### config.mk
export PLATFORM = sky130hd
export DESIGN_NAME = rv32im_integer_alu
export DESIGN_NICKNAME = d
export VERILOG_FILES = /design/src/rtl/core/ria_pkg.sv /design/src/rtl/core/ria_front.sv /design/src/rtl/core/ria_div.sv /design/src/rtl/core/ria_back.sv /design/src/rtl/core/rv32im_integer_alu.sv
export VERILOG_INCLUDE_DIRS = /design/src /design/src/rtl/core
export SDC_FILE = /design/constraint.sdc
export NUM_CORES = 2
export LEC_CHECK = 0
export ABC_AREA = 1
export ABC_CLOCK_PERIOD_IN_PS = 9900
export BUFFER_PORTS_ARGS = -buffer_cell sky130_fd_sc_hd__buf_2
export CORE_MARGIN = 2
export CORE_UTILIZATION = 55
export DETAILED_ROUTE_END_ITERATION = 8
export PLACE_DENSITY = 0.71
export REMOVE_ABC_BUFFERS = 1
export SYNTH_ARGS = -nofsm -noshare
export SYNTH_HDL_FRONTEND = slang
export SYNTH_SLANG_ARGS = --single-unit
### constraint.sdc
create_clock -name clk -period 9.9 [get_ports clk]
set_clock_uncertainty 0.05 [all_clocks]
set_input_delay 1.485 -clock clk [delete_from_list [all_inputs] [get_ports clk]]
set_output_delay 1.485 -clock clk [all_outputs]
set_load 0.005 [all_outputs]
### src/rtl/core/rv32im_integer_alu_macros.svh
// assertion macros for the rv32im integer alu
// no dependencies; included by the top level
`ifndef RV32IM_INTEGER_ALU_MACROS_SVH
`define RV32IM_INTEGER_ALU_MACROS_SVH
`ifndef SYNTH
`define RIA_ASSERT_IMPL(label, clk, rst_n, cond, conseq) \
    label: assert property (@(posedge clk) disable iff (!rst_n) (cond) |-> (conseq)) \
        else $error("assertion failed");
`define RIA_ASSERT_NEXT(label, clk, rst_n, cond, conseq) \
    label: assert property (@(posedge clk) disable iff (!rst_n) (cond) |=> (conseq)) \
        else $error("assertion failed");
`else
`define RIA_ASSERT_IMPL(label, clk, rst_n, cond, conseq)
`define RIA_ASSERT_NEXT(label, clk, rst_n, cond, conseq)
`endif
`endif

### src/rtl/core/ria_pkg.sv
// shared types and codes for the rv32im integer alu
// no dependencies
`default_nettype none
package ria_pkg;
    localparam int unsigned XLEN = 32;
    localparam int unsigned QDEPTH = 2;
    localparam logic [4:0] SHAMT_MASK = 5'h1f;

    typedef enum logic [1:0] {
        CLS_LOGIC = 2'd0,
        CLS_MUL   = 2'd1,
        CLS_DIV   = 2'd2
    } cls_t;

    typedef struct packed {
        cls_t        cls;
        logic [2:0]  funct3;
        logic        sub_sel;
        logic        sra_sel;
        logic [31:0] a;
        logic [31:0] b;
    } op_t;
endpackage
`default_nettype wire

### src/rtl/core/ria_front.sv
// front end: accepts items, classifies them, queues them for the back end
// depends on ria_pkg
`default_nettype none
module ria_front (
    input  wire logic          clk,
    input  wire logic          rst_n,
    input  wire logic          start,
    output logic               busy,
    input  wire logic [2:0]    funct3,
    input  wire logic          alt_bit,
    input  wire logic          muldiv_bit,
    input  wire logic          register_form,
    input  wire logic [31:0]   operand_a,
    input  wire logic [31:0]   operand_b,
    output logic               q_valid,
    output ria_pkg::op_t       q_op,
    input  wire logic          q_pop
);
    ria_pkg::op_t op_in;
    ria_pkg::op_t mem_reg [ria_pkg::QDEPTH];
    logic         wr_ptr_reg, rd_ptr_reg;
    logic [1:0]   cnt_reg, cnt_next;
    logic         push;

    always_comb
    begin
        op_in.funct3  = funct3;
        op_in.a       = operand_a;
        op_in.b       = operand_b;
        op_in.sub_sel = register_form & alt_bit;
        op_in.sra_sel = alt_bit;
        if (register_form && muldiv_bit)
            op_in.cls = funct3[2] ? ria_pkg::CLS_DIV : ria_pkg::CLS_MUL;
        else
            op_in.cls = ria_pkg::CLS_LOGIC;
    end

    assign busy    = (cnt_reg == 2'd2);
    assign push    = start & ~busy;
    assign q_valid = (cnt_reg != 2'd0);
    assign q_op    = mem_reg[rd_ptr_reg];
    assign cnt_next = cnt_reg + {1'b0, push} - {1'b0, q_pop};

    always_ff @(posedge clk)
    begin
        if (push)
            mem_reg[wr_ptr_reg] <= op_in;
    end

    always_ff @(posedge clk or negedge rst_n)
    begin
        if (!rst_n)
        begin
            wr_ptr_reg <= 1'b0;
            rd_ptr_reg <= 1'b0;
            cnt_reg    <= 2'd0;
        end
        else
        begin
            if (push)
                wr_ptr_reg <= ~wr_ptr_reg;
            if (q_pop)
                rd_ptr_reg <= ~rd_ptr_reg;
            cnt_reg <= cnt_next;
        end
    end
endmodule
`default_nettype wire

### src/rtl/core/ria_div.sv
// radix-2 restoring divider, one quotient bit per cycle, m-extension fixups
// depends on ria_pkg
`default_nettype none
module ria_div (
    input  wire logic        clk,
    input  wire logic        rst_n,
    input  wire logic        go,
    input  wire logic [2:0]  funct3,
    input  wire logic [31:0] a,
    input  wire logic [31:0] b,
    output logic             idle,
    output logic             done,
    output logic [31:0]      quo
);
    typedef enum logic [1:0] {ST_IDLE, ST_RUN, ST_FIX} state_t;
    state_t      state_reg;
    logic [4:0]  cnt_reg;
    logic [31:0] rem_reg, q_reg, d_reg;
    logic        neg_q_reg, neg_r_reg, want_rem_reg, zero_reg;
    logic [31:0] a_in_reg;
    logic        done_reg;
    logic [31:0] quo_reg;
    logic        sgn, na, nb;
    logic [32:0] trial;
    logic [31:0] rem_sh;
    logic [31:0] q_fix, r_fix;

    assign sgn    = ~funct3[0];
    assign na     = sgn & a[31];
    assign nb     = sgn & b[31];
    assign rem_sh = {rem_reg[30:0], q_reg[31]};
    assign trial  = {rem_reg[31], rem_sh} - {1'b0, d_reg};
    assign q_fix  = neg_q_reg ? (32'd0 - q_reg) : q_reg;
    assign r_fix  = neg_r_reg ? (32'd0 - rem_reg) : rem_reg;
    assign idle   = (state_reg == ST_IDLE);
    assign done   = done_reg;
    assign quo    = quo_reg;

    always_ff @(posedge clk or negedge rst_n)
    begin
        if (!rst_n)
        begin
            state_reg <= ST_IDLE;
            done_reg  <= 1'b0;
        end
        else
        begin
            done_reg <= 1'b0;
            case (state_reg)
                ST_IDLE:
                begin
                    if (go)
                    begin
                        state_reg <= ST_RUN;
                        cnt_reg   <= 5'd0;
                        rem_reg   <= 32'd0;
                        q_reg     <= na ? (32'd0 - a) : a;
                        d_reg     <= nb ? (32'd0 - b) : b;
                        neg_q_reg <= na ^ nb;
                        neg_r_reg <= na;
                        want_rem_reg <= funct3[1];
                        zero_reg  <= (b == 32'd0);
                        a_in_reg  <= a;
                    end
                end
                ST_RUN:
                begin
                    // shift one dividend bit in, subtract if it fits
                    if (!trial[32])
                        rem_reg <= trial[31:0];
                    else
                        rem_reg <= rem_sh;
                    q_reg   <= {q_reg[30:0], ~trial[32]};
                    cnt_reg <= cnt_reg + 5'd1;
                    if (cnt_reg == 5'd31)
                        state_reg <= ST_FIX;
                end
                ST_FIX:
                begin
                    // magnitudes handle overflow naturally; zero divisor handled here
                    if (zero_reg)
                        quo_reg <= want_rem_reg ? a_in_reg : 32'hffff_ffff;
                    else
                        quo_reg <= want_rem_reg ? r_fix : q_fix;
                    done_reg  <= 1'b1;
                    state_reg <= ST_IDLE;
                end
                default: state_reg <= ST_IDLE;
            endcase
        end
    end
endmodule
`default_nettype wire

### src/rtl/core/ria_back.sv
// back end: registered alu, two-stage multiplier, iterative divider
// depends on ria_pkg, ria_div
`default_nettype none
module ria_back (
    input  wire logic          clk,
    input  wire logic          rst_n,
    input  wire logic          q_valid,
    input  ria_pkg::op_t       q_op,
    output logic               q_pop,
    output logic               done,
    output logic [31:0]        result
);
    logic        div_idle, div_done, div_go;
    logic [31:0] div_quo;
    logic        mul_busy;
    logic [4:0]  sh;
    logic [31:0] alu_res;
    logic [32:0] mx, my;
    logic        mul_v_reg, mul_hi_reg;
    logic [65:0] prod_reg;
    logic        alu_v_reg;
    logic [31:0] alu_res_reg;
    logic        done_reg;
    logic [31:0] result_reg;

    assign sh = q_op.b[4:0] & ria_pkg::SHAMT_MASK;

    always_comb
    begin
        case (q_op.funct3)
            3'd0: alu_res = q_op.sub_sel ? q_op.a - q_op.b : q_op.a + q_op.b;
            3'd1: alu_res = q_op.a << sh;
            3'd2: alu_res = {31'd0, $signed(q_op.a) < $signed(q_op.b)};
            3'd3: alu_res = {31'd0, q_op.a < q_op.b};
            3'd4: alu_res = q_op.a ^ q_op.b;
            3'd5: alu_res = q_op.sra_sel ? 32'($signed(q_op.a) >>> sh) : q_op.a >> sh;
            3'd6: alu_res = q_op.a | q_op.b;
            default: alu_res = q_op.a & q_op.b;
        endcase
        mx = {(q_op.funct3 != 3'd3) & q_op.a[31], q_op.a};
        my = {(q_op.funct3[1] == 1'b0) & q_op.b[31], q_op.b};
    end

    // the divider takes its item from the queue as it starts; later items wait at the queue head until it is idle
    assign mul_busy = 1'b0;
    assign div_go   = q_valid & (q_op.cls == ria_pkg::CLS_DIV) & div_idle;
    always_comb
    begin
        q_pop = 1'b0;
        if (q_valid)
        begin
            if (q_op.cls == ria_pkg::CLS_DIV)
                q_pop = div_idle & ~mul_busy;
            else
                q_pop = div_idle;
        end
    end

    ria_div u_div (
        .clk    (clk),
        .rst_n  (rst_n),
        .go     (div_go),
        .funct3 (q_op.funct3),
        .a      (q_op.a),
        .b      (q_op.b),
        .idle   (div_idle),
        .done   (div_done),
        .quo    (div_quo)
    );

    always_ff @(posedge clk)
    begin
        prod_reg    <= 66'($signed(mx) * $signed(my));
        mul_hi_reg  <= (q_op.funct3 != 3'd0);
        alu_res_reg <= alu_res;
        result_reg  <= div_done ? div_quo
                     : mul_v_reg ? (mul_hi_reg ? prod_reg[63:32] : prod_reg[31:0])
                     : alu_res_reg;
    end

    always_ff @(posedge clk or negedge rst_n)
    begin
        if (!rst_n)
        begin
            mul_v_reg <= 1'b0;
            alu_v_reg <= 1'b0;
            done_reg  <= 1'b0;
        end
        else
        begin
            mul_v_reg <= q_pop & (q_op.cls == ria_pkg::CLS_MUL);
            alu_v_reg <= q_pop & (q_op.cls == ria_pkg::CLS_LOGIC);
            done_reg  <= div_done | mul_v_reg | alu_v_reg;
        end
    end

    assign done   = done_reg;
    assign result = result_reg;
endmodule
`default_nettype wire

### src/rtl/core/rv32im_integer_alu.sv
// rv32im integer alu top level: front queue plus execution back end
// depends on ria_pkg, ria_front, ria_back, rv32im_integer_alu_macros.svh
//
// channel   handshake        payload
// item in   start / busy     funct3 alt_bit muldiv_bit register_form operand_a operand_b
// result    done (strobe)    result
//
// alu and multiply items: one per cycle while the divider is idle; results pass through
// alu_res_reg or prod_reg, then result_reg; the bit-serial divider blocks the queue head
// results leave in item order; busy rises when the two-entry queue is full
// reset clears queue, pipeline valids and divider state; the receiver cannot stall
`default_nettype none
`include "rv32im_integer_alu_macros.svh"
module rv32im_integer_alu (
    input  wire logic        clk,
    input  wire logic        rst_n,
    input  wire logic        start,
    output logic             busy,
    input  wire logic [2:0]  funct3,
    input  wire logic        alt_bit,
    input  wire logic        muldiv_bit,
    input  wire logic        register_form,
    input  wire logic [31:0] operand_a,
    input  wire logic [31:0] operand_b,
    output logic             done,
    output logic [31:0]      result
);
    logic         q_valid, q_pop;
    ria_pkg::op_t q_op;

    ria_front u_front (
        .clk           (clk),
        .rst_n         (rst_n),
        .start         (start),
        .busy          (busy),
        .funct3        (funct3),
        .alt_bit       (alt_bit),
        .muldiv_bit    (muldiv_bit),
        .register_form (register_form),
        .operand_a     (operand_a),
        .operand_b     (operand_b),
        .q_valid       (q_valid),
        .q_op          (q_op),
        .q_pop         (q_pop)
    );

    ria_back u_back (
        .clk     (clk),
        .rst_n   (rst_n),
        .q_valid (q_valid),
        .q_op    (q_op),
        .q_pop   (q_pop),
        .done    (done),
        .result  (result)
    );

    `RIA_ASSERT_IMPL(a_pop_needs_valid, clk, rst_n, q_pop, q_valid)
    `RIA_ASSERT_NEXT(a_accept_fills, clk, rst_n, start && !busy && !q_pop, q_valid)
endmodule
`default_nettype wire

==> summary.md <==
| Metric | Value |
|---|---|
| Outcome | finished with violations |
| Violated checks | design-rule violations |
| Clk root buf | clkbuf_16 |
| Clock slew at reported path FFs | 60 ps |
| I/O pins | 107 |
| Num CTS Buffers | 53 |
| Synth unique cells | 53 |
| Drt initial violations | 9507 |
| Syn Area/Cell | about 7.8 µm² |
| Crit Path Max Fanout | between 40 and 50 |
| Worst r2r dst | u_back.prod_reg[49]$_DFF_P_ |
| Clk sinks | 450 |
| Site Rows | between 100 and 150 |
| Worst Hold Class | reg -> reg |
| Clock buffer depth | 3 |
| Worst Hold End | u_back.done$_DFF_PN0_ |
| Finish-stage setup viols | 0 |
| Overflow after GRT | 0 |
| TritonRoute pass-1 iters | 9 |
| Syn Inst Count | around 8900 |
| Max incr delay on CP | 700 ps |
| Clock Latency Late Sink | a little under 700 ps |
| Commonest cells after routing, fill and taps aside | nand2_1 (2103), inv_1 (1712), fa_1 (1127) |
| Slowest cell on the critical path | fa_1 |
| Ys async rst share | 2.22% |
| Slew margin rel. | about 6.3% |
| Dominant cell type by area after synthesis | fa_1 |
| R2R cell count | 33 |
| Pin count of the biggest net entering global routing | between 70 and 80 |
| TritonCTS clock tree | done |
| Post-synth top flop | edfxtp_1 |
| Initial antenna violation count | 31 |
| Synth-to-layout area growth | 6.41% |
| FF+latch count, synth | 450 |
| Max reg flops | around 140 |
| Syn. warnings | 0 |
| Metal2 WL | 123000 µm |
| Storage element area | around 0.012 mm² |
| Crit Path Category | reg -> reg |
| RSZ-0062 raised after global routing | no |
| GP Congestion | 1.13 |
| Fmax | 102 MHz |
| GRT Overall Usage | 48.0% |
| Worst-margin pin slew | about 1400 ps |
| Final min period | approximately 9800 ps |
| Commonest non-fill, non-tap cell in the layout | nand2_1 |
| Die Width | 357 µm |
| Nets@finish | about 10000 |
| DPL Wire Length | between 200000 and 250000 µm |
| Wire length per cell | 28.8 µm |
| Uppermost layer routed | met5 |
| Fin util | 59.1% |
| Critical Path AT | about 10000 ps |
| M1 wire length | roughly 110000 µm |
| Most frequent CP cell | inv_1 |
| Hold Crit Depth | 2 |
| Final antenna-violating net count | 0 |
| Port-buffer cells | between 100 and 150 |
| Hold wc startpoint | u_back.alu_v_reg$_DFF_PN0_ |
| Top cells by area, synth | fa_1 (33%), edfxtp_1 (14%), nand2_1 (12%), inv_1 (9.4%), ha_1 (6.4%) |
| Initial core utilization | between 50% and 60% |
| Vias | 64000 |
| Met3 wire length | ~40000 µm |
| Die area | between 0.1 and 0.15 mm² |
| CP Launch Type | flip-flop |
| DRC Markers | 1 |
| Vias in the first global route | roughly 64000 |
| Share of cells above drive strength 1 | between 5 and 6% |
| Mapped cell area | around 0.07 mm² |
| DIE HEIGHT | roughly 360 µm |
| Area share of the largest cell type after synthesis | around 33% |
| Fin. Hold Viols | 0 |
| Post-synth EDFFs | 311 |
| R2R Path Start | u_front.rd_ptr_reg$_DFFE_PN0P_ |
| First-pass GRT wire length | approximately 440000 µm |
| Max-slew violation count | 0 |
| # fillers | ~11000 |
| Post-synthesis sequential area ratio | between 10% and 20% |
| Period utilization | slightly below 100% |
| Via-per-instance ratio | 6.08 |
| Multi-input logic area | a little under 0.05 mm² |
| Required time of the critical path | roughly 10000 ps |
| R2R Setup Slk | ~140 ps |
| H-Tree Level Count | 2 |
| Placeable Area | ~0.12 mm² |
| Max Cap Viol | 0 |
| Crit. End Element | flip-flop |
| Overall routed net length | about 300000 µm |
cell type report:
cell class / count / area share (%)
clock inverters: 32 / 0.500
diodes: 12 / 0.0411
flip-flops and latches: 450 / 16.7
clock buffers: 68 / 1.92
inverters: 1755 / 9.04
well taps: 1637 / 2.80
multi-input cells: 6277 / 66.4
repair buffers: 292 / 2.67
routing by layer:
| layer | global-route usage [%] | up-vias |
|---|---|---|
| met3 | 14.1 | 1143 |
| met5 | 0 | - |
| li1 | - | 27000 |
| met2 | 68.2 | 4748 |
| met1 | 61.4 | 31000 |
| met4 | 37.4 | 16 |
Yosys cell counts (8+ instances only):
library cell and number:
o311ai_0 32, o21ai_0 316, dfxtp_1 129, nand3_1 531, a21o_1 17, o21bai_1 30, dfrtp_1 10, nand4_1 76
buf_1 82, or2_1 9, a21boi_0 8, a211oi_1 8, nand2_1 2114, o211ai_1 23, inv_1 1718, or2_2 20
o21ai_1 20, nor4_1 9, clkinv_1 13, o22ai_1 11, fa_1 1128, inv_2 24, buf_2 65, nor3_1 77
edfxtp_1 311, a21oi_1 275, ha_1 349, nand3b_1 12, a31oi_1 40, o21ai_2 18, clkbuf_1 214, o221ai_1 9
xnor2_1 27, nor2_2 8, xor2_1 103, nor2_1 961, o21a_1 11
worst max-delay path by stage:
stage	endpoint	cells after the start	slack, ps	startpoint
4_1_cts	u_back.prod_reg[61]$_DFF_P_	30	70	u_front.rd_ptr_reg$_DFFE_PN0P_
6_report	u_back.prod_reg[49]$_DFF_P_	33	140	u_front.rd_ptr_reg$_DFFE_PN0P_
2_1_floorplan	u_back.prod_reg[61]$_DFF_P_	30	-850	u_front.rd_ptr_reg$_DFFE_PN0P_
3_5_place_dp	u_back.prod_reg[61]$_DFF_P_	30	80	u_front.rd_ptr_reg$_DFFE_PN0P_
3_3_place_gp	u_back.prod_reg[61]$_DFF_P_	31	130	u_front.rd_ptr_reg$_DFFE_PN0P_
5_1_grt	u_back.prod_reg[63]$_DFF_P_	31	40	u_front.rd_ptr_reg$_DFFE_PN0P_
metrics by stage:
stage	hold WS [ps]	setup slack, ps	cells	TNS, ps	area (µm²)
4_1_cts	377	66.7	10500	0	73000
5_1_grt	396	35.9	10500	0	73100
2_1_floorplan	360	-855	8482	-25620	67200
3_3_place_gp	366	125	10400	0	71200
6_report	371	144	10500	0	73100
3_5_place_dp	374	76.8	10400	0	71200
logic make-up after synthesis:
kind of cell	Yosys count	share of synthesized area (%)
AO/OA/AOI/OAI	828	6.86
AND/OR/NAND/NOR	3842	22.7
flip-flops	450	17.7
adder cells (fa/ha/maj)	1477	39.2
buffers and inverters	2125	11.8
XOR/XNOR	130	1.66
critical path, delay by kind of cell (launching register included):
kind | cells | cell delay (ps)
adder cells (fa/ha/maj) | 9 | 4610
buffers and inverters | 13 | 2000
AND/OR/NAND/NOR | 8 | 1700
flip-flops | 1 | 620
AO/OA/AOI/OAI | 2 | 390
XOR/XNOR | 1 | 150
timing repair:
action	in CTS	in global routing
endpoints found under the setup margin	0	18
hold buffers	0	0
buffers inserted	0	10
gates resized for setup	0	13
Power is not shown: default switching activity piles up to over one toggle a cycle in this logic, so the estimate is an artifact.
